## src/design/edge_conv3x3_stream_top_macros.svh

```systemverilog
// ----------------------------------------------------------------------------
// Assertion macros for the 3x3 edge filter
// Implication checks, with an empty body when SYNTHESIS is defined.
// ----------------------------------------------------------------------------
`ifndef EDGE_CONV3X3_STREAM_TOP_MACROS_SVH
`define EDGE_CONV3X3_STREAM_TOP_MACROS_SVH

`ifndef SYNTHESIS
// Same-cycle implication, disabled during reset.
`define EDGE3_ASSERT_IMP(lbl, clk, rst, ante, cons, msg) \
   lbl: assert property (@(posedge clk) disable iff (rst) (ante) |-> (cons)) \
      else $error(msg);
// Next-cycle implication, disabled during reset.
`define EDGE3_ASSERT_NXT(lbl, clk, rst, ante, cons, msg) \
   lbl: assert property (@(posedge clk) disable iff (rst) (ante) |=> (cons)) \
      else $error(msg);
`else
`define EDGE3_ASSERT_IMP(lbl, clk, rst, ante, cons, msg)
`define EDGE3_ASSERT_NXT(lbl, clk, rst, ante, cons, msg)
`endif

`endif

```

## src/design/edge3_pkg.sv

```systemverilog
// ----------------------------------------------------------------------------
// edge3_pkg
// Shared types, widths and helpers of the 3x3 vertical-edge filter.
// ----------------------------------------------------------------------------
`default_nettype none

package edge3_pkg;

   localparam int PIX_W      = 8;
   localparam int DIM_W      = 10;
   localparam int CNT_W      = 19;
   localparam int SUM_W      = 11;
   localparam int CSUM_W     = 10;
   localparam int CSR_IDX_W  = 4;
   localparam int RSP_DATA_W = 16;
   localparam int MAX_HEIGHT = 512;
   localparam int EDGE_MAX   = 765;

   localparam logic [CSR_IDX_W-1:0] REG_IMAGE_WIDTH  = 4'd0;
   localparam logic [CSR_IDX_W-1:0] REG_IMAGE_HEIGHT = 4'd1;

   typedef struct packed {
      logic [DIM_W-1:0] w;
      logic [CNT_W-1:0] frame;
      logic [CNT_W-1:0] fmw;   // frame size minus one row
   } cfg_type;

   typedef struct packed {
      logic [PIX_W-1:0] px;
      logic [DIM_W-1:0] col;
      logic             has_result;
      logic             top_ok;
      logic             bot_ok;
      logic             left_ok;
      logic             right_ok;
      logic             last;
   } item_type;

   typedef struct packed {
      logic [PIX_W-1:0] upper;
      logic [PIX_W-1:0] lower;
   } line_word_type;

   localparam int LINE_W = $bits(line_word_type);

   typedef struct packed {
      logic [PIX_W-1:0] top;
      logic [PIX_W-1:0] mid;
      logic [PIX_W-1:0] bot;
   } col_type;

   function automatic logic [DIM_W-1:0] clamp_height(logic [DIM_W-1:0] v);
      logic [DIM_W-1:0] r;
      if (v == '0) begin
         r = DIM_W'(1);
      end else if (v > DIM_W'(MAX_HEIGHT)) begin
         r = DIM_W'(MAX_HEIGHT);
      end else begin
         r = v;
      end
      return r;
   endfunction

   // Column sum with the rows outside the image masked to zero.
   function automatic logic [CSUM_W-1:0] col_sum(col_type c, logic top_ok, logic bot_ok);
      logic [CSUM_W-1:0] s;
      s = CSUM_W'(c.mid);
      if (top_ok) s = s + CSUM_W'(c.top);
      if (bot_ok) s = s + CSUM_W'(c.bot);
      return s;
   endfunction

endpackage

`default_nettype wire

```

## src/design/edge3_win.sv

```systemverilog
// ----------------------------------------------------------------------------
// edge3_win
// Work stage: shift the window, form the kernel sum, hold the result.
// ----------------------------------------------------------------------------
`default_nettype none

module edge3_win (
   input  logic                                  clock,
   input  logic                                  reset,
   input  logic                                  go,
   input  edge3_pkg::item_type                   item,
   input  edge3_pkg::line_word_type              rd_data,
   output logic                                  s1_ready,
   output logic                                  wr_en,
   output logic [edge3_pkg::DIM_W-1:0]           wr_addr,
   output edge3_pkg::line_word_type              wr_data,
   output logic                                  rsp_tvalid,
   input  logic                                  rsp_tready,
   output logic [edge3_pkg::RSP_DATA_W-1:0]      rsp_tdata,
   output logic                                  rsp_tlast
);

   logic                            s1_valid_ff, s1_valid_in;
   edge3_pkg::item_type             s1_ff;
   edge3_pkg::col_type              c1_ff, c2_ff, new_col;
   logic                            out_free, fire;
   logic [edge3_pkg::CSUM_W-1:0]    cs_left, cs_right;
   logic [edge3_pkg::SUM_W-1:0]     sum;
   logic                            rsp_valid_ff, rsp_valid_in, rsp_last_ff;
   logic [edge3_pkg::SUM_W-1:0]     rsp_edge_ff;

   always_comb begin
      out_free    = ~rsp_valid_ff | rsp_tready;
      fire        = s1_valid_ff & out_free;
      s1_ready    = ~s1_valid_ff | out_free;
      s1_valid_in = go ? 1'b1 : (fire ? 1'b0 : s1_valid_ff);

      new_col.top = rd_data.upper;
      new_col.mid = rd_data.lower;
      new_col.bot = s1_ff.px;

      cs_left  = s1_ff.left_ok ? edge3_pkg::col_sum(c1_ff, s1_ff.top_ok, s1_ff.bot_ok) : '0;
      cs_right = s1_ff.right_ok ? edge3_pkg::col_sum(new_col, s1_ff.top_ok, s1_ff.bot_ok)
                                : '0;
      sum      = {1'b0, cs_left} - {1'b0, cs_right};

      rsp_valid_in = out_free ? (fire & s1_ff.has_result) : rsp_valid_ff;

      wr_en         = fire;
      wr_addr       = s1_ff.col;
      wr_data.upper = rd_data.lower;
      wr_data.lower = s1_ff.px;
   end

   always_ff @(posedge clock) begin
      if (reset) begin
         s1_valid_ff  <= 1'b0;
         rsp_valid_ff <= 1'b0;
      end else begin
         s1_valid_ff  <= s1_valid_in;
         rsp_valid_ff <= rsp_valid_in;
      end
   end

   always_ff @(posedge clock) begin
      if (go) begin
         s1_ff <= item;
      end
      if (fire) begin
         c1_ff       <= c2_ff;
         c2_ff       <= new_col;
         rsp_edge_ff <= sum;
         rsp_last_ff <= s1_ff.last;
      end
   end

   assign rsp_tvalid = rsp_valid_ff;
   assign rsp_tdata  = edge3_pkg::RSP_DATA_W'(rsp_edge_ff);
   assign rsp_tlast  = rsp_last_ff;

endmodule

`default_nettype wire

```

## config.mk

```make
export PLATFORM = sky130hd
export DESIGN_NAME = edge3_win
export DESIGN_NICKNAME = d
export VERILOG_FILES = /design/src/design/edge_conv3x3_stream_top_macros.svh /design/src/design/edge3_pkg.sv /design/src/design/edge3_win.sv
export SDC_FILE = /design/constraint.sdc
export NUM_CORES = 1
export LEC_CHECK = 0
export ABC_AREA = 1
export BUFFER_PORTS_ARGS = -buffer_cell sky130_fd_sc_hd__buf_2
export CELL_PAD_IN_SITES_DETAIL_PLACEMENT = 0
export CELL_PAD_IN_SITES_GLOBAL_PLACEMENT = 1
export CORE_UTILIZATION = 40
export CTS_BUF_LIST = sky130_fd_sc_hd__clkbuf_4
export DETAILED_ROUTE_END_ITERATION = 8
export GPL_ROUTABILITY_DRIVEN = 0
export PLACE_DENSITY = 0.79
export RECOVER_POWER = 25
export SLEW_MARGIN = 20
export SYNTH_ARGS = -nofsm -noshare
export SYNTH_HDL_FRONTEND = slang
export SYNTH_SLANG_ARGS = --single-unit
```

## constraint.sdc

```tcl
create_clock -name clock -period 6.6 [get_ports clock]
set_input_delay 0.99 -clock clock [delete_from_list [all_inputs] [get_ports clock]]
set_output_delay 0.99 -clock clock [all_outputs]
set_load 0.02 [all_outputs]
```

## Yosys cells after proc, flatten, opt, wreduce, memory -nomap -nowiden

Index checks and enable logic that the tools add are counted.

| operators by class | value |
|---|---|
| reduce and logical (&&, ||, !) cells | 1 |
| add/subtract/negate cells | 5 |
| mux-type cells | 8 |
| bitwise operators | 6 |

Operator list:

| operator | count |
|---|---|
| $mux 10 | 4 |
| $add 10x8->10 | 2 |
| $add 8x8->9 | 2 |
| $mux 9 | 2 |
| $sub 10x10->11 | 1 |
| $and 1x1->1 | 2 |
| $mux 1 | 2 |
| $not 1->1 | 2 |
| $or 1x1->1 | 2 |
| $reduce_bool 2->1 | 1 |

| word-level totals | value |
|---|---|
| bits in registers | 86 |
| word-level logic and storage cells | 38 |
| output and inout bits | 46 |

## Logic depth before layout (Yosys ltp)

| depth | value |
|---|---|
| depth in word-level cells | 6 |
| depth in mapped cells | 28 |
| depth with buffers taken out | 28 |

## Worst setup path after synthesis

Ideal clock, no wire load.

| path | value |
|---|---|
| path type | in2out |
| start point | input port rsp_tready |
| end point | output port wr_en |
| slack | -0.193 ns |
| required time | 5.610 ns |
| arrival | 5.803 ns |
| buffers on the path | 0 |
| stages on the path | 2 |
| path through | inv_1 > a21boi_0 |

| on the way | value |
|---|---|
| longest elaborated chain between the ends | 2 |

RTL lines:

| what | line | text |
|---|---|---|
| start, declared | edge3_win.sv:18 | `input logic rsp_tready,` |
| $or 1x1->1 | edge3_win.sv:33 | `out_free = ~rsp_valid_ff \| rsp_tready;` |
| $and 1x1->1 | edge3_win.sv:34 | `fire = s1_valid_ff & out_free;` |
| end, declared | edge3_win.sv:14 | `output logic wr_en,` |

No other way between the ends.

## Worst setup path after layout

| path | value |
|---|---|
| start point | input port rd_data[8] (netlist name) |
| end point | register rsp_edge_ff[9] (netlist name) (data pin) |

| on the way | value |
|---|---|
| longest elaborated chain between the ends | 6 |

RTL lines:

| what | line | text |
|---|---|---|
| start, declared | edge3_win.sv:12 | `input edge3_pkg::line_word_type rd_data,` |
| $add 8x8->9 (*) | edge3_pkg.sv:68 | `if (top_ok) s = s + CSUM_W'(c.top);` |
| $mux 9 (*) | edge3_pkg.sv:68 |  |
| $add 10x8->10 | edge3_pkg.sv:69 | `if (bot_ok) s = s + CSUM_W'(c.bot);` |
| $mux 10 (*) | edge3_pkg.sv:69 |  |
| $mux 10 (*) | edge3_win.sv:43 | `cs_right = s1_ff.right_ok ? edge3_pkg::col_sum(new_col, s1_ff.top_ok, s1_ff.bot_ok)` |
| $sub 10x10->11 (*) | edge3_win.sv:45 | `sum = {1'b0, cs_left} - {1'b0, cs_right};` |
| net sum, one bit | edge3_win.sv:28 | `logic [edge3_pkg::SUM_W-1:0] sum;` |
| end signal, assigned | edge3_win.sv:72 | `rsp_edge_ff <= sum;` |
| end, declared | edge3_win.sv:30 | `logic [edge3_pkg::SUM_W-1:0] rsp_edge_ff;` |

The timed path passes the listed nets; every way through them passes the cells marked *.
A chain may end at the register's enable or synchronous reset.

==> run metrics <==
core area 0.0128 mm2; critical path data required time just under 7 ns; n_diodes 0; Die Wd around 120 um; top cells by count, synth nand2_1, edfxtp_1, inv_1; worst skew pair latency roughly 0.45 ns; CTS buffer count 9; Clock transition at path regs roughly 0.15 ns; clk buf depth 2; CP max stage cell fa_1; Synth Cell Area 0.00536 mm2; startpoint types primary input; Multi-input gate area around 0.0023 mm2; Hold Path Class flip-flop to flip-flop; Post-Synthesis Cells roughly 570; first-pass GRT wire length 18,200 um; Most common cell on crit path nand2_1; Final ANT Viol Nets 0; top post-synthesis cells by area edfxtp_1, nand2_1, ha_1; Pwr Total between 1 and 1.5 mW; largest net degree at the start of global routing 62; Clock Sinks 86; fin crit period 4.08 ns; drt via density between 4 and 5; final setup vio count 0; RSZ-0062 raised after global routing false; total setup buffers inserted after CTS 0; post-DP HPWL between 8000 and 9000 um; worst-margin pin slew between 0.7 and 0.8 ns; Final Hold Fails 0; crit-path max FO 4; initial antenna violation count 0; sequential-to-total area share from yosys stat between 40% and 50%; final slew viol count 0; Area growth syn-to-layout 10.0%; Tcrit/Tclk final between 60% and 70%; fillers 1,297; FMAX approximately 0.25 GHz; pwr dens 243 mW/mm2; Hold Buf Count CTS 0; CTS tree built; total of max-cap violations 0; Detailed Routing Iterations Pass 1 5; DRT iter0 DRCs 174; CTS resizes 0; CP Class primary input to flip-flop; initial core utilization 41.8%; total congestion overflow 0; WL final around 11,000 um; Final Util between 40% and 50%; Layout Skew between 0.02 and 0.025 ns; outcome finished, final reports clean; site row count between 40 and 50; share of layout cells above drive strength 1 19.4%; CP endpoint kind flip-flop; leakage 2.79 nW; Avg Inst Size Synth slightly above 9 um2; Reg area between 0.002 and 0.003 mm2; FF-to-FF setup slack between 2 and 3 ns; Synth Flop Type edfxtp_1; Post-synth ARST share 0%; Port Buffers 84; relative slew slack a little under half; Setup TNS 0 ns; via count 3,912; DR WL/cell 13.6 um; area leader, netlist edfxtp_1; H-tree lvl count 3; Yosys cell types just over 40; max incr delay on CP about 0.35 ns; Synth Warn # 0; Post-synth EDFFs 84; CTS Root Cell clkbuf_4; hold path cells 0; most common cell in the netlist nand2_1; Global Route Usage Sum between 15 and 20%; residual DRC count 0; Die H 118 um; Critical Path AT around 4.3 ns; Yosys top cell area share around 47%; Reg2Reg Depth 19; worst vdd ir 131 uV; IO Pins 90; fin nets approximately 730; vias in the first global route around 3,900; DIE AREA between 0.01 and 0.015 mm2; Synth Register Bits 86
per-stage QoR:
| step | area (um2) | cells | hold WS (ns) | setup WS (ns) |
|---|---|---|---|---|
| finish | 5900 | 815 | 0.436 | 2.52 |
| detailed placement | 5770 | 799 | 0.405 | 2.09 |
| CTS | 5900 | 815 | 0.433 | 2.58 |
| global placement | 5770 | 799 | 0.401 | 2.18 |
| floorplan | 5380 | 577 | 0.400 | 1.53 |
| global route | 5900 | 815 | 0.443 | 2.13 |
cell usage in the layout, fill, tap and decap left out, drive strengths merged, types with 8 or more instances in the layout:
cell      n
nand2   153
inv      85
edfxtp   84
buf      82
nand3    49
ha       44
a21oi    27
nor2     25
clkbuf   13
o21ai    11
nand4     9
xor2      9
or2       8
worst paths after layout:
path                    endpoint  startpoint
setup / recovery  rsp_edge_ff[9]  rd_data[8]
hold / removal         c1_ff[13]   c2_ff[13]
setup reg to reg  rsp_edge_ff[9]    c1_ff[8]
hold reg to reg        c1_ff[13]   c2_ff[13]
metal layers:
layer	up-vias	GRT usage (%)	wire length, um
li1	2007	-	-
met1	1772	20.1	4950
met2	107	28.7	5280
met3	26	2.96	500
met4	0	7.61	358
met5	-	0	0
area by class of cell:
class / instances / area share, %
Inverter: 80 / 5.09
Tap cell: 172 / 3.65
Multi-Input combinational cell: 375 / 38.2
Timing Repair Buffer: 86 / 7.30
Sequential cell: 86 / 43.5
Clock buffer: 9 / 1.15
Clock inverter: 7 / 1.17
state kept, by name, summed over array words and instances, names as in the netlist:
name and flops:
rsp_tvalid 1, wr_data 8, rsp_edge_ff 11, s1_ff 6
rsp_tlast 1, s1_valid_ff 1, c2_ff 24, c1_ff 24
wr_addr 10
worst max-delay path: cells and delay by family:
family | cells | cell delay [ns]
compound gates | 3 | 0.43
xor+xnor | 1 | 0.15
fa+ha+maj | 4 | 1.21
buf+inv | 6 | 0.51
simple gates | 14 | 0.99
where the power goes:
| part | internal, mW | leakage (nW) | switching (mW) |
|---|---|---|---|
| Sequential | 0.658 | 0.814 | 0.0175 |
| Clock | 0.0901 | 0.0773 | 0.200 |
| Combinational | 0.171 | 1.90 | 0.299 |
| Total | 0.919 | 2.79 | 0.516 |
kinds of logic (layout without fill, tap and decap cells):
| family | count (synthesis) | after routing | share of synthesized area [%] |
|---|---|---|---|
| XOR/XNOR | 13 | 13 | 2.12 |
| other | 1 | 5 | 0.0700 |
| buffers and inverters | 116 | 182 | 10.7 |
| AND/OR/NAND/NOR | 251 | 251 | 20.1 |
| flip-flops | 86 | 86 | 47.8 |
| adder cells (fa/ha/maj) | 49 | 49 | 12.1 |
| AO/OA/AOI/OAI | 57 | 57 | 7.10 |
No activity file was read; power rests on OpenSTA's default activity.
