File: config.mk
export PLATFORM = sky130hd
export DESIGN_NAME = edge3_ctrl
export DESIGN_NICKNAME = d
export VERILOG_FILES = /design/src/design/edge_conv3x3_stream_top_macros.svh /design/src/design/edge3_pkg.sv /design/src/design/edge3_ctrl.sv
export SDC_FILE = /design/constraint.sdc
export NUM_CORES = 1
export LEC_CHECK = 0
export BUFFER_PORTS_ARGS = -buffer_cell sky130_fd_sc_hd__buf_2
export CAP_MARGIN = 20
export CORE_AREA = 3 3 118 120
export CTS_CLUSTER_SIZE = 14
export DETAILED_ROUTE_END_ITERATION = 10
export DIE_AREA = 0 0 121 123
export PLACE_DENSITY = 0.64
export SLEW_MARGIN = 25
export SYNTH_ARGS = -nofsm -noshare
export SYNTH_HDL_FRONTEND = slang
export SYNTH_SLANG_ARGS = --single-unit
File: constraint.sdc
create_clock -name clock -period 3.3 [get_ports clock]
set_input_delay 0.165 -clock clock [delete_from_list [all_inputs] [get_ports clock]]
set_output_delay 0.165 -clock clock [all_outputs]
set_load 0.01 [all_outputs]
File: src/design/edge_conv3x3_stream_top_macros.svh
// ----------------------------------------------------------------------------
// Assertion macros for the 3x3 edge filter
// Implication checks, with an empty body when SYNTHESIS is defined.
// ----------------------------------------------------------------------------
`ifndef EDGE_CONV3X3_STREAM_TOP_MACROS_SVH
`define EDGE_CONV3X3_STREAM_TOP_MACROS_SVH

`ifndef SYNTHESIS
// Same-cycle implication, disabled during reset.
`define EDGE3_ASSERT_IMP(lbl, clk, rst, ante, cons, msg) \
   lbl: assert property (@(posedge clk) disable iff (rst) (ante) |-> (cons)) \
      else $error(msg);
// Next-cycle implication, disabled during reset.
`define EDGE3_ASSERT_NXT(lbl, clk, rst, ante, cons, msg) \
   lbl: assert property (@(posedge clk) disable iff (rst) (ante) |=> (cons)) \
      else $error(msg);
`else
`define EDGE3_ASSERT_IMP(lbl, clk, rst, ante, cons, msg)
`define EDGE3_ASSERT_NXT(lbl, clk, rst, ante, cons, msg)
`endif

`endif

File: src/design/edge3_pkg.sv
// ----------------------------------------------------------------------------
// edge3_pkg
// Shared types, widths and helpers of the 3x3 vertical-edge filter.
// ----------------------------------------------------------------------------
`default_nettype none

package edge3_pkg;

   localparam int PIX_W      = 8;
   localparam int DIM_W      = 10;
   localparam int CNT_W      = 19;
   localparam int SUM_W      = 11;
   localparam int CSUM_W     = 10;
   localparam int CSR_IDX_W  = 4;
   localparam int RSP_DATA_W = 16;
   localparam int MAX_HEIGHT = 512;
   localparam int EDGE_MAX   = 765;

   localparam logic [CSR_IDX_W-1:0] REG_IMAGE_WIDTH  = 4'd0;
   localparam logic [CSR_IDX_W-1:0] REG_IMAGE_HEIGHT = 4'd1;

   typedef struct packed {
      logic [DIM_W-1:0] w;
      logic [CNT_W-1:0] frame;
      logic [CNT_W-1:0] fmw;   // frame size minus one row
   } cfg_type;

   typedef struct packed {
      logic [PIX_W-1:0] px;
      logic [DIM_W-1:0] col;
      logic             has_result;
      logic             top_ok;
      logic             bot_ok;
      logic             left_ok;
      logic             right_ok;
      logic             last;
   } item_type;

   typedef struct packed {
      logic [PIX_W-1:0] upper;
      logic [PIX_W-1:0] lower;
   } line_word_type;

   localparam int LINE_W = $bits(line_word_type);

   typedef struct packed {
      logic [PIX_W-1:0] top;
      logic [PIX_W-1:0] mid;
      logic [PIX_W-1:0] bot;
   } col_type;

   function automatic logic [DIM_W-1:0] clamp_height(logic [DIM_W-1:0] v);
      logic [DIM_W-1:0] r;
      if (v == '0) begin
         r = DIM_W'(1);
      end else if (v > DIM_W'(MAX_HEIGHT)) begin
         r = DIM_W'(MAX_HEIGHT);
      end else begin
         r = v;
      end
      return r;
   endfunction

   // Column sum with the rows outside the image masked to zero.
   function automatic logic [CSUM_W-1:0] col_sum(col_type c, logic top_ok, logic bot_ok);
      logic [CSUM_W-1:0] s;
      s = CSUM_W'(c.mid);
      if (top_ok) s = s + CSUM_W'(c.top);
      if (bot_ok) s = s + CSUM_W'(c.bot);
      return s;
   endfunction

endpackage

`default_nettype wire

File: src/design/edge3_ctrl.sv
// ----------------------------------------------------------------------------
// edge3_ctrl
// Raster position counters; classify each transfer and tag its result.
// ----------------------------------------------------------------------------
`default_nettype none

module edge3_ctrl (
   input  logic                            clock,
   input  logic                            reset,
   input  logic                            accept,
   input  logic                            restart,
   input  edge3_pkg::cfg_type              cfg,
   input  logic [edge3_pkg::PIX_W-1:0]     pixel,
   input  logic                            flush,
   output logic                            go,
   output edge3_pkg::item_type             item
);

   logic [edge3_pkg::CNT_W-1:0] pos_ff, pos_in, k_ff, k_in, pos_inc, k_inc;
   logic [edge3_pkg::DIM_W-1:0] col_ff, col_in, ocol_ff, ocol_in, col_inc, ocol_inc;
   logic                        in_frame;

   always_comb begin
      in_frame = (pos_ff < cfg.frame);
      go       = accept & ~(in_frame & flush);
      pos_inc  = pos_ff + edge3_pkg::CNT_W'(1);
      k_inc    = k_ff + edge3_pkg::CNT_W'(1);
      col_inc  = col_ff + edge3_pkg::DIM_W'(1);
      ocol_inc = ocol_ff + edge3_pkg::DIM_W'(1);

      // Drain items carry a zero pixel.
      item.px         = in_frame ? pixel : '0;
      item.col        = col_ff;
      item.has_result = (pos_ff > edge3_pkg::CNT_W'(cfg.w));
      item.top_ok     = (k_ff >= edge3_pkg::CNT_W'(cfg.w));
      item.bot_ok     = (k_ff < cfg.fmw);
      item.left_ok    = (ocol_ff != '0);
      item.right_ok   = (ocol_inc != cfg.w);
      item.last       = (k_inc == cfg.frame);

      pos_in  = pos_ff;
      col_in  = col_ff;
      k_in    = k_ff;
      ocol_in = ocol_ff;
      priority if (restart || (go && item.has_result && item.last)) begin
         pos_in  = '0;
         col_in  = '0;
         k_in    = '0;
         ocol_in = '0;
      end else if (go) begin
         pos_in = pos_inc;
         col_in = (col_inc == cfg.w) ? '0 : col_inc;
         if (item.has_result) begin
            k_in    = k_inc;
            ocol_in = (ocol_inc == cfg.w) ? '0 : ocol_inc;
         end
      end
   end

   always_ff @(posedge clock) begin
      if (reset) begin
         pos_ff  <= '0;
         col_ff  <= '0;
         k_ff    <= '0;
         ocol_ff <= '0;
      end else begin
         pos_ff  <= pos_in;
         col_ff  <= col_in;
         k_ff    <= k_in;
         ocol_ff <= ocol_in;
      end
   end

endmodule

`default_nettype wire

Word level (Yosys, flattened, before mapping)
Cells that the tools add are included.
- add/subtract/negate cells: 4
- order comparisons: 4
- eq/ne operators: 4
- mux-type cells: 3
- bitwise operators: 3
- reductions and logical operators: 6
- operators with widths (kind ; count):
    $add A19 B1 Y19 const B ; 2
    $lt A19 B19 Y1 ; 2
    $add A10 B1 Y10 const B ; 2
    $eq A10 B10 Y1 ; 2
    $mux W10 ; 2
    $eq A19 B19 Y1 ; 1
    $ge A19 B10 Y1 ; 1
    $gt A19 B10 Y1 ; 1
    $ne A10 B10 Y1 ; 1
    $reduce_bool A10 Y1 ; 1
    $mux W8 ; 1
    $and A1 B1 Y1 ; 2
    $logic_and A1 B1 Y1 ; 2
    $reduce_and A2 Y1 ; 1
    $reduce_or A2 Y1 ; 1
    $logic_or A1 B1 Y1 ; 1
    $not A1 Y1 ; 1
- register bits: 58
- output and inout bits: 25
- logic and storage cells: 28

Depth between registers and ports, before layout
- word-level depth: 8
- gate-level depth with buffers: 12
- depth with buffers taken out: 9

Least setup slack after synthesis
OpenSTA, ideal clock, no wires.
- kind: register to register
- start: register k_ff[1] (netlist name)
- end: register k_ff[10] (netlist name)
- arrival: 2497 ps
- setup slack: 671 ps
- cell stages (with the launch flop): 11
- path buffers: 2
- period minus slack after synthesis: 2629 ps
- path through: dfxtp_1 ha_1 nand4_2 or4_1 o21ai_0 nand3_1 a21o_1 nor4_4 buf_4 buf_6 nor3_1
- cells in the longest elaborated chain, start to end: 5
- RTL lines (what ; line ; RTL):
    start, declared ; edge3_ctrl.sv:19 ; logic [edge3_pkg::CNT_W-1:0] pos_ff, pos_in, k_ff, k_in, pos_inc, k_inc;
    start signal, assigned ; edge3_ctrl.sv:69 ; k_ff <= k_in;
    $add A19 B1 Y19 (*) ; edge3_ctrl.sv:27 ; k_inc = k_ff + edge3_pkg::CNT_W'(1);
    $eq A19 B19 Y1 ; edge3_ctrl.sv:39 ; item.last = (k_inc == cfg.frame);
    $logic_and A1 B1 Y1 ; edge3_ctrl.sv:45 ; priority if (restart || (go && item.has_result && item.last)) begin
    $logic_or A1 B1 Y1 ; edge3_ctrl.sv:45 ;
    $reduce_or A2 Y1 (no source line) ; - ;
Every way passes the cells marked *; elsewhere a longest branch is shown, timed or not.
A chain may end at the register's enable or synchronous reset.

==> results.yml <==
run_status:
  outcome: "finished, final reports clean"
sta:
  tightest_slew_ns: 0.961
  fmax_mhz: 327
  slew-limit-headroom_pct: 34.3
  fin_tns_setup_ns: 0
  skew_ns: 0.00320
  final.min_clock_period_ns: 3.06
  final_max_slew_viol_count: 0
  fin_crit_sh_pct: 92.6
  setup_viol: 0
  hold_viol: 0
  rsz0062_at_grt: "false"
worst_setup_path:
  r2r_end: "col_ff[8]$_SDFFE_PP0P_"
  slowest_stage: "dfxtp_1"
  r2r_cells: 8
  slowest_delay_ns: 0.60
  worst-setup-path-type: "register to primary output"
  crit_path_frequent_cell: "nor3_1"
  timing.rr.start: "col_ff[0]$_SDFFE_PP0P_"
  critPathTopFamily: "simple AND/OR/NAND/NOR gates"
  critPathCaptureType: "primary output"
  path_max_fanout: 10
  required_ns: 3.13
  critPathLaunch: "k_ff[3]$_SDFFE_PP0P_"
  cp.depth: 8
  setup.worst_path.end: "item[0]"
  cp.arrival_ns: 2.89
  crit_chain: "nand4_2 -> or2_1 -> nor3_1 -> and3_1 -> o2111ai_1 -> nor3_1 -> o21a_1 -> buf_2"
  rrSetupSlack_ns: 0.28
  path_buf_inv: 1
  critPathLaunchType: "register"
die:
  dieArea_um2: 14900
  pin_count: 86
  core-area_um2: 13100
  rows: 42
  die_height_um: 123
  start_util_pct: 44.1
  die_width_um: 121
power:
  p_comb_share_pct: 11.7
  p_leak_nw: 2.93
  swShare_pct: 23.8
  p_per_area_nw_per_um2: 282
  p_clk_share_pct: 50.8
  internal_power_mw: 1.43
  power_switching_mw: 0.447
  sequentialPowerShare_pct: 37.5
  irDropWorstVdd_mv: 0.224
global_routing:
  grt_pass1_vias: 5606
  met3_usage_pct: 3.39
  grt_usage_pct: 22.5
  grt_pass1_wl_um: 27200
  overflow: 0
  gr-usage-met1_pct: 29.4
  antenna_found_initial: 0
  gr-max-usage-layer: "met2"
  grtUsageMet2_pct: 36.8
  grt_max_degree: 59
drt:
  viasPerCell: 5.83
  wirelength_um: 16400
  dr.pass1.iters: 4
  wl_per_cell_um: 16.3
  ant_nets: 0
  dr.first_iter.drc_count: 249
  vias: 5864
  drcViolationCount: 0
min_path:
  hold_path_class: "input pin to register"
  holdPathStages: 4
placed_design:
  hpwl_um: 12800
  dpl_cell_area_um2: 6360
  io_buffers: 85
  place_congestion: 0.927
clock_tree:
  cts_tree: "done"
  cts_resized: 0
  cts_max_path_buffers: 2
  holdBufCountCts: 0
  cts_root_buf: "clkbuf_16"
  h-tree-depth: 3
  cts_sinks: 58
  cts_buffers: 9
  clk_latency_ns: 0.33
  clk_pin_slew_worst_paths_ns: 0.05
  postCtsSetupRepairBufs: 0
final_layout:
  drive_above_1_share_pct: 15.8
  final.fill_count: 1288
  diodes: 0
  area_growth_syn_to_layout_pct: 15.8
  postLayoutCellArea_um2: 6680
  final_cell_mix: "buf_2, inv_1, ha_1, dfxtp_1, nor3_1"
  layout_commonest_cell: "buf_2"
  nets: 947
synth:
  synth_cell_types: 68
  synth_top_cell_by_area: "dfxtp_1"
  synthArstFlopShare_pct: 0
  synth_nets: 874
  synth_warnings: 0
  synthCells: 752
  ys_top_cells_by_area: "dfxtp_1, ha_1, xor2_1"
  syn_area_per_cell_um2: 7.67
  syn_area_um2: 5760
  ys_seq_elements: 58
  ys.flop_type: "dfxtp_1"
  synth_top_cell_area_share_pct: 20.1
  seq_area_frac_synth_pct: 20.1
  synth_edf_count: 0
run:
  drv_cap: 0
[power by group through the flow]
stage               registers [mW]  logic [mW]  clock network, mW
finish                       0.704       0.221              0.955
floorplan                    0.718       0.126                  0
global route                 0.704       0.248               1.00
CTS                          0.704       0.221              0.968
global placement             0.718       0.212                  0
detailed placement           0.718       0.221                  0
[worst register-to-register path, stage by stage (launching register included)]
cell and delay, ns:
dfxtp_1 0.47, ha_1 0.29, nand3_1 0.25, or3_1 0.43, nand3b_1 0.11, a2bb2oi_1 0.16, and2_1 0.30, or4b_2 0.64
a211oi_1 0.27
[through the flow]
stage / worst slack [ns] / std cells / hold WS, ns / util [%] / total power, mW
2_1_floorplan: 0.671 / 752 / 0.417 / - / 0.844
3_3_place_gp: 0.301 / 990 / 0.506 / 48.6 / 0.930
3_5_place_dp: 0.195 / 990 / 0.534 / 48.6 / 0.939
4_1_cts: 0.112 / 1005 / 0.345 / 50.9 / 1.89
5_1_grt: 0.0243 / 1005 / 0.403 / 51.0 / 1.95
6_report: 0.245 / 1005 / 0.349 / 51.0 / 1.88
[worst min path at each step]
stage / slack (ns) / end / from
3_3_place_gp: 0.51 / pos_ff[18]$_SDFFE_PP0P_ / pos_ff[18]$_SDFFE_PP0P_
2_1_floorplan: 0.42 / item[16] / pixel[0]
5_1_grt: 0.40 / pos_ff[14]$_SDFFE_PP0P_ / accept
3_5_place_dp: 0.53 / col_ff[1]$_SDFFE_PP0P_ / col_ff[1]$_SDFFE_PP0P_
6_report: 0.35 / pos_ff[14]$_SDFFE_PP0P_ / accept
4_1_cts: 0.34 / pos_ff[14]$_SDFFE_PP0P_ / accept
[synth_stat cells (3+ instances only)]
library cell  number
a2111oi_0          3
nor4_1            12
xnor2_1           34
buf_2              9
mux2i_1            4
a211oi_1          28
and4_1             8
or4_1              9
xor2_1            37
o31ai_1            3
o21ai_0           29
nor2b_1            7
ha_1              61
nor3_1            50
o21a_1             6
nand4b_1           7
a21oi_1           29
a21o_1            13
a31oi_1            5
and3_1            13
or4b_2             3
a21boi_0           4
nand3_1           37
dfxtp_1           58
nand2b_1           9
nor3b_1            4
inv_1             63
or3_1              8
and2_1            10
o211ai_1           6
clkbuf_1          26
nand2_1           41
nor2_1            32
nand4_1           32
buf_4              3
a2bb2oi_1          4
[registers in the layout, indices dropped and copies added, names as in the netlist]
name     cells
col_ff      10
k_ff        19
ocol_ff     10
pos_ff      19
[final cells by class]
cell class                      count  area [µm²]  share of cell area (%)
Multi-Input combinational cell    588        4180                    62.6
Sequential cell                    58        1160                    17.4
Timing Repair Buffer              104         568                    8.51
Clock buffer                       13         270                    4.05
Inverter                           64         240                    3.60
Tap cell                          176         220                    3.30
Clock inverter                      2        35.0                   0.525
[cells by family (layout without fill, tap and decap cells)]
| kind of cell | after synthesis | count (layout) | synth area share, % |
|---|---|---|---|
| fa+ha+maj | 61 | 61 | 13.2 |
| xor+xnor | 71 | 71 | 10.8 |
| flops | 58 | 58 | 20.1 |
| compound gates | 155 | 155 | 18.4 |
| mux | 4 | 4 | 0.695 |
| buf+inv | 106 | 183 | 7.55 |
| simple gates | 297 | 297 | 29.2 |
[per-layer routing]
layer	routed length, µm	part of all wire (%)	vias up
met2	7630	46	188
met1	7400	45	2721
met4	513	3.1	0
met5	0	0	-
met3	869	5.3	37
li1	-	-	2918
Note: power is estimated with default switching activity, not from simulation.
