### config.mk
export PLATFORM = sky130hd
export DESIGN_NAME = edge3_cfg
export DESIGN_NICKNAME = d
export VERILOG_FILES = /design/src/design/edge_conv3x3_stream_top_macros.svh /design/src/design/edge3_pkg.sv /design/src/design/edge3_cfg.sv
export SDC_FILE = /design/constraint.sdc
export NUM_CORES = 1
export LEC_CHECK = 0
export BUFFER_PORTS_ARGS = -buffer_cell sky130_fd_sc_hd__buf_4
export CAP_MARGIN = 20
export CORE_MARGIN = 4
export CORE_UTILIZATION = 34
export DETAILED_ROUTE_END_ITERATION = 10
export PLACE_DENSITY = 0.61
export RECOVER_POWER = 50
export SETUP_SLACK_MARGIN = 0.1
export SYNTH_ARGS = -nofsm -noshare
export SYNTH_HDL_FRONTEND = slang
export SYNTH_SLANG_ARGS = --single-unit
export TNS_END_PERCENT = 5
### constraint.sdc
create_clock -name clock -period 14.3 [get_ports clock]
set_input_delay 2.86 -clock clock [delete_from_list [all_inputs] [get_ports clock]]
set_output_delay 2.86 -clock clock [all_outputs]
set_load 0.05 [all_outputs]
### src/design/edge_conv3x3_stream_top_macros.svh
// ----------------------------------------------------------------------------
// Assertion macros for the 3x3 edge filter
// Implication checks, with an empty body when SYNTHESIS is defined.
// ----------------------------------------------------------------------------
`ifndef EDGE_CONV3X3_STREAM_TOP_MACROS_SVH
`define EDGE_CONV3X3_STREAM_TOP_MACROS_SVH

`ifndef SYNTHESIS
// Same-cycle implication, disabled during reset.
`define EDGE3_ASSERT_IMP(lbl, clk, rst, ante, cons, msg) \
   lbl: assert property (@(posedge clk) disable iff (rst) (ante) |-> (cons)) \
      else $error(msg);
// Next-cycle implication, disabled during reset.
`define EDGE3_ASSERT_NXT(lbl, clk, rst, ante, cons, msg) \
   lbl: assert property (@(posedge clk) disable iff (rst) (ante) |=> (cons)) \
      else $error(msg);
`else
`define EDGE3_ASSERT_IMP(lbl, clk, rst, ante, cons, msg)
`define EDGE3_ASSERT_NXT(lbl, clk, rst, ante, cons, msg)
`endif

`endif

### src/design/edge3_pkg.sv
// ----------------------------------------------------------------------------
// edge3_pkg
// Shared types, widths and helpers of the 3x3 vertical-edge filter.
// ----------------------------------------------------------------------------
`default_nettype none

package edge3_pkg;

   localparam int PIX_W      = 8;
   localparam int DIM_W      = 10;
   localparam int CNT_W      = 19;
   localparam int SUM_W      = 11;
   localparam int CSUM_W     = 10;
   localparam int CSR_IDX_W  = 4;
   localparam int RSP_DATA_W = 16;
   localparam int MAX_HEIGHT = 512;
   localparam int EDGE_MAX   = 765;

   localparam logic [CSR_IDX_W-1:0] REG_IMAGE_WIDTH  = 4'd0;
   localparam logic [CSR_IDX_W-1:0] REG_IMAGE_HEIGHT = 4'd1;

   typedef struct packed {
      logic [DIM_W-1:0] w;
      logic [CNT_W-1:0] frame;
      logic [CNT_W-1:0] fmw;   // frame size minus one row
   } cfg_type;

   typedef struct packed {
      logic [PIX_W-1:0] px;
      logic [DIM_W-1:0] col;
      logic             has_result;
      logic             top_ok;
      logic             bot_ok;
      logic             left_ok;
      logic             right_ok;
      logic             last;
   } item_type;

   typedef struct packed {
      logic [PIX_W-1:0] upper;
      logic [PIX_W-1:0] lower;
   } line_word_type;

   localparam int LINE_W = $bits(line_word_type);

   typedef struct packed {
      logic [PIX_W-1:0] top;
      logic [PIX_W-1:0] mid;
      logic [PIX_W-1:0] bot;
   } col_type;

   function automatic logic [DIM_W-1:0] clamp_height(logic [DIM_W-1:0] v);
      logic [DIM_W-1:0] r;
      if (v == '0) begin
         r = DIM_W'(1);
      end else if (v > DIM_W'(MAX_HEIGHT)) begin
         r = DIM_W'(MAX_HEIGHT);
      end else begin
         r = v;
      end
      return r;
   endfunction

   // Column sum with the rows outside the image masked to zero.
   function automatic logic [CSUM_W-1:0] col_sum(col_type c, logic top_ok, logic bot_ok);
      logic [CSUM_W-1:0] s;
      s = CSUM_W'(c.mid);
      if (top_ok) s = s + CSUM_W'(c.top);
      if (bot_ok) s = s + CSUM_W'(c.bot);
      return s;
   endfunction

endpackage

`default_nettype wire

### src/design/edge3_cfg.sv
// ----------------------------------------------------------------------------
// edge3_cfg
// Image size registers, clamped on write, with the derived frame sizes.
// ----------------------------------------------------------------------------
`default_nettype none

module edge3_cfg #(
   parameter int MAX_WIDTH = 512
) (
   input  logic                                clock,
   input  logic                                reset,
   input  logic                                csr_valid,
   output logic                                csr_ready,
   input  logic [edge3_pkg::CSR_IDX_W-1:0]     csr_index,
   input  logic [edge3_pkg::DIM_W-1:0]         csr_wdata,
   output logic                                restart,
   output edge3_pkg::cfg_type                  cfg
);

   localparam int RESET_W = (MAX_WIDTH < 512) ? MAX_WIDTH : 512;

   logic [edge3_pkg::DIM_W-1:0]   w_ff, w_in, h_ff, h_in, w_clamp;
   logic [edge3_pkg::CNT_W-1:0]   frame_ff, frame_in, fmw_ff, fmw_in;
   logic [2*edge3_pkg::DIM_W-1:0] prod_frame, prod_fmw;
   logic                          wr, is_w, is_h;

   assign csr_ready = 1'b1;
   assign wr        = csr_valid & csr_ready;
   assign is_w      = (csr_index == edge3_pkg::REG_IMAGE_WIDTH);
   assign is_h      = (csr_index == edge3_pkg::REG_IMAGE_HEIGHT);
   assign restart   = wr & (is_w | is_h);

   always_comb begin
      if (csr_wdata == '0) begin
         w_clamp = edge3_pkg::DIM_W'(1);
      end else if (csr_wdata > MAX_WIDTH) begin
         w_clamp = edge3_pkg::DIM_W'(MAX_WIDTH);
      end else begin
         w_clamp = csr_wdata;
      end
      w_in       = (wr & is_w) ? w_clamp : w_ff;
      h_in       = (wr & is_h) ? edge3_pkg::clamp_height(csr_wdata) : h_ff;
      prod_frame = {{edge3_pkg::DIM_W{1'b0}}, w_in} * {{edge3_pkg::DIM_W{1'b0}}, h_in};
      prod_fmw   = {{edge3_pkg::DIM_W{1'b0}}, w_in}
                   * {{edge3_pkg::DIM_W{1'b0}}, h_in - edge3_pkg::DIM_W'(1)};
      frame_in   = prod_frame[edge3_pkg::CNT_W-1:0];
      fmw_in     = prod_fmw[edge3_pkg::CNT_W-1:0];
   end

   always_ff @(posedge clock) begin
      if (reset) begin
         w_ff     <= edge3_pkg::DIM_W'(RESET_W);
         h_ff     <= edge3_pkg::DIM_W'(edge3_pkg::MAX_HEIGHT);
         frame_ff <= edge3_pkg::CNT_W'(RESET_W * edge3_pkg::MAX_HEIGHT);
         fmw_ff   <= edge3_pkg::CNT_W'(RESET_W * (edge3_pkg::MAX_HEIGHT - 1));
      end else if (restart) begin
         w_ff     <= w_in;
         h_ff     <= h_in;
         frame_ff <= frame_in;
         fmw_ff   <= fmw_in;
      end
   end

   assign cfg.w     = w_ff;
   assign cfg.frame = frame_ff;
   assign cfg.fmw   = fmw_ff;

endmodule

`default_nettype wire

Yosys cells after proc, flatten, opt, wreduce, memory -nomap -nowiden

Cells that the tools add are included.

Input bits: 17
Register bits: 58
Word-level logic and storage cells: 22
Output and inout bits: 50

Eq/ne operators: 1
Multipliers: 2
Mux-type cells: 6
Add/subtract/negate cells: 1
Order comparisons: 2
Bitwise operators: 4
Reduce and logical (&&, ||, !) cells: 2

Operator list:

| cell                    | number |
|---|---|
| $mux W10                | 6 |
| $mul A10 B10 Y19        | 2 |
| $gt A10 B10 Y1 const B  | 2 |
| $logic_not A10 Y1       | 1 |
| $sub A10 B1 Y10 const B | 1 |
| $eq A4 B1 Y1 const B    | 1 |
| $logic_not A4 Y1        | 1 |
| $and A1 B1 Y1           | 3 |
| $or A1 B1 Y1            | 1 |

Longest topological paths before layout

Depth in word-level cells: 6
Depth in mapped cells: 30
Depth with buffers taken out: 29

Worst setup path before layout

OpenSTA, ideal clock, no wires.

Kind: in2reg
Start: input port csr_index[1] (netlist name)
End: register fmw_ff[18] (netlist name)
Path slack: 4.431 ns
Data required time: 14.141 ns
Path buffers: 1
Arrival: 9.710 ns
Stages: 28
Setup time: 0.159 ns
Cell sequence: or4b_4 > clkinv_4 > nand2_4 > o31ai_2 > inv_1 > clkbuf_1 > ha_1 > inv_1 > nor3_1 > and3_1 > and3_1 > xnor2_1 > nand2_1 > fa_1 > fa_1 > inv_1 > fa_1 > fa_1 > inv_1 > fa_1 > inv_1 > ha_1 > nand3_1 > o211a_1 > o311ai_0 > a31oi_1 > xor2_1 > a21oi_1

Longest elaborated chain between the ends: 5
Elaborated cells between the ends (all ways): 10
Classes of those cells: add/sub (1); mul (1); eq/ne (1); mux (2); bitwise (4); reduce/logical (1)

Ends and longest elaborated chain:

| item                   | line            | RTL |
|---|---|---|
| start: declaration     | edge3_cfg.sv:14 | `input logic [edge3_pkg::CSR_IDX_W-1:0] csr_index,` |
| $eq A4 B1 Y1           | edge3_cfg.sv:30 | `assign is_h = (csr_index == edge3_pkg::REG_IMAGE_HEIGHT);` |
| $and A1 B1 Y1          | edge3_cfg.sv:42 | `h_in = (wr & is_h) ? edge3_pkg::clamp_height(csr_wdata) : h_ff;` |
| $mux W10               | edge3_cfg.sv:42 |  |
| $sub A10 B1 Y10        | edge3_cfg.sv:45 | `* {{edge3_pkg::DIM_W{1'b0}}, h_in - edge3_pkg::DIM_W'(1)};` |
| $mul A10 B10 Y19       | edge3_cfg.sv:45 |  |
| end signal: assignment | edge3_cfg.sv:55 | `fmw_ff <= edge3_pkg::CNT_W'(RESET_W * (edge3_pkg::MAX_HEIGHT - 1));` |
| end signal: assignment | edge3_cfg.sv:60 | `fmw_ff <= fmw_in;` |
| end: declaration       | edge3_cfg.sv:23 | `logic [edge3_pkg::CNT_W-1:0] frame_ff, frame_in, fmw_ff, fmw_in;` |

Parallel ways exist; a longest one is shown, timed or not.
A chain may end at the register's enable or synchronous reset.

Worst setup path after layout

Same ends and word-level chain as after synthesis.

==> flow_summary.toml <==
[timing]
finalHoldViolCount = 0
finalSetupViolations = 0
timing.final.max_slew_violations = 0
finClkSkew_ns = 0.00954
fmax_mhz = 82.7
rsz0062_at_grt = "no"
fin_crit_sh_pct = 84.6
maxSlewHeadroom_pct = 10.6
worstMarginPinSlew_ns = 1.33
min_period_ns = 12.09
finalSetupTns_ns = 0

[floorplan]
dieArea_mm2 = 0.0285
chipWidth_um = 169
fp.dieH_um = 169
start_util_pct = 34.8
row_count = 58
pin_count = 67
core_mm2 = 0.0253

[worst_hold_path]
min-delay-start = "frame_ff[11]"
hold_path.class = "reg2reg"

[power]
clkPwrFrac_pct = 42.5
p_switching_w = 0.000164
p_seq_share_pct = 32.5
pwr-share-comb_pct = 25.1
power_density_mw_per_mm2 = 52.3
vdd_drop_max_v = 0.0000533
p_leak_nw = 4.70
internal_power_w = 0.000345
p_sw_share_pct = 32.2

[drt]
ant_nets = 0
wl_per_cell_um = 16.8
first_iter_violations = 388
first_pass_iters = 5
wirelength_um = 24200
vias = 7253
detail_route.vias_per_cell = 5.03
drc_errors = 0

[critical_path]
crit_fanout = 37
r2r_slack_ns = 6.98
worstSetupStartpointType = "input pin"
endpoint = "fmw_ff[18]"
cp_data_arrival_time_ns = 12.34
end_kind = "register"
critical_path_required_ns = 14.55
crit_type = "in2reg"
crit_start = "csr_index[1]"
ff2ff_path_depth = 25
r2r_end = "fmw_ff[18]"
r2r-start = "h_ff[0]"

[logic_synthesis]
synthCells = 1059
synth.avg_cell_area_um2 = 8.31
ys.flop_type = "dfxtp_1"
seq_area_frac_synth_pct = 13.2
synth.cell_area_mm2 = 0.00880
synthDistinctLibCells = 60
syn_nets = 1303
async_flop_share_pct = 0
synth_seq_cells = 58
synth-edff-count = 0
yosys_warnings = 0

[flow_run]
maxCapViolations = 0

[placed_design]
dp_cells = 1425
routabilityCongestion = 0.881
placed_cell_area_mm2 = 0.00963
io_buffers = 65
hpwlAfterDp_um = 18800

[grt]
grt_pass1_wl_um = 39800
grt_pass1_vias = 7362
grt_usage_pct = 17.5
grt-ovfl-total = 0
antenna_found_initial = 0
grt_max_degree = 55

[clock_network]
clockBufferDepth = 2
ctsHoldBuffers = 0
cts_root_buffer = "clkbuf_16"
ctsResizeCount = 0
clkSinkCount = 58
cts_tree = "yes"
postCtsSetupRepairBufs = 0
clkTransAtPathRegs_ns = 0.06
htreeDepth = 3
insertion_delay_ns = 0.34
numCtsBuffers = 9

[outcome]
outcome = "finished clean"

[final_layout]
fill_cells = 2642
fin_area_mm2 = 0.00973
area_growth_pct = 10.5
antennaDiodeCount = 0
drive_gt1_share_pct = 6.03
nNetsFinal = 1350
instances_no_fill = 1441
[Yosys cell counts, types with 5 or more instances]
cell	instances	area share (%)
inv_1	161	6.9
nand2_1	157	6.7
nor2_1	125	5.3
fa_1	122	28
ha_1	105	15
dfxtp_1	58	13
clkbuf_1	38	1.6
a21oi_1	36	2.0
xnor2_1	35	3.5
o21ai_0	23	1.3
nand2b_1	20	1.4
nand3_1	17	0.97
nor3_1	14	0.80
mux2i_1	12	1.4
xor2_1	11	1.1
nor2b_1	10	0.71
o211ai_1	10	0.85
a21o_1	9	0.77
mux2_2	9	1.2
and2_1	6	0.43
or2_2	6	0.43
a211oi_1	5	0.43
nand4_1	5	0.36
o21a_1	5	0.43
or3_1	5	0.36
[layout by cell type, fill, tap and decap left out, types with 20 or more instances in the layout]
cell type and count:
buf_4 31, dfxtp_1 58, ha_1 105, inv_1 161, nor2_1 125, nand2_1 158, a21oi_1 36, o21ai_0 23
clkbuf_1 51, fa_1 122, nand2b_1 20, xnor2_1 35
[stage by stage]
stage | hold WS [ns] | total power [W] | setup WS [ns] | util (%)
finish | 0.452 | 0.000508 | 2.21 | 38.4
global placement | 0.441 | 0.000296 | 3.45 | 38.0
detailed placement | 0.445 | 0.000296 | 3.15 | 38.0
CTS | 0.454 | 0.000517 | 3.45 | 39.2
global route | 0.473 | 0.000535 | 1.73 | 38.4
floorplan | 0.581 | 0.000262 | 4.43 | -
[sequential cells by signal (all words and copies together), names as in the netlist]
register  count
fmw_ff       19
frame_ff     19
h_ff         10
w_ff         10
[logic make-up (layout without fill, tap and decap cells)]
kind of cell,count (synthesis),in the layout,share of synthesized area (%)
muxes,22,22,2.69
and+or+nand+nor,384,384,19.3
other,1,1,0.0426
buffers and inverters,207,259,9.08
DFF,58,58,13.2
xor gates and xnor gates,47,47,4.83
adders and majority gates,227,227,42.7
AOI/OAI and AO/OA,113,113,8.17
[how the worst min path moves through the flow]
stage,cells past startpoint,to
after floorplan,2,h_ff[9]
final,2,frame_ff[11]
after CTS,2,frame_ff[6]
after detailed placement,2,frame_ff[10]
after global routing,2,frame_ff[10]
after global placement,2,frame_ff[6]
[power groups by stage]
stage	sequential, W	clock [W]	combinational, W
after CTS	0.000165	0.000222	0.000130
after global routing	0.000165	0.000227	0.000143
after global placement	0.000169	0	0.000127
final	0.000165	0.000216	0.000128
after floorplan	0.000175	0	0.0000874
after detailed placement	0.000169	0	0.000128
[critical path, cell delays in order]
cell        delay (ns)
buf_4             0.11
or4b_4            0.57
clkinvlp_2        0.83
nand2_1           0.64
o31ai_2           0.89
inv_1             0.55
ha_1              0.38
inv_1             0.09
nor3_1            0.10
and3_1            0.27
and3_1            0.23
xnor2_1           0.49
nor2_1            0.13
fa_1              0.51
fa_1              0.56
fa_1              0.53
fa_1              0.50
ha_1              0.30
ha_1              0.35
nand3_1           0.11
o211a_1           0.23
o311ai_0          0.55
a31oi_1           0.20
xor2_1            0.19
a21oi_1           0.16
[area by class of cell]
type	count	area [µm²]	share of cell area (%)
tap	330	413	4.24
multi-input combinational	794	6840	70.3
timing repair buffer	80	417	4.28
inverter	163	613	6.30
clock buffer	11	233	2.39
sequential	58	1160	11.9
clock inverter	5	55.1	0.566
[per-layer routing]
| metal | wire length [µm] | track usage [%] |
|---|---|---|
| met2 | 10500 | 26.7 |
| met4 | 386 | 4.20 |
| met5 | 0 | 0 |
| met3 | 1940 | 2.87 |
| met1 | 11300 | 25.8 |
Note: power is estimated with default switching activity, not from simulation.
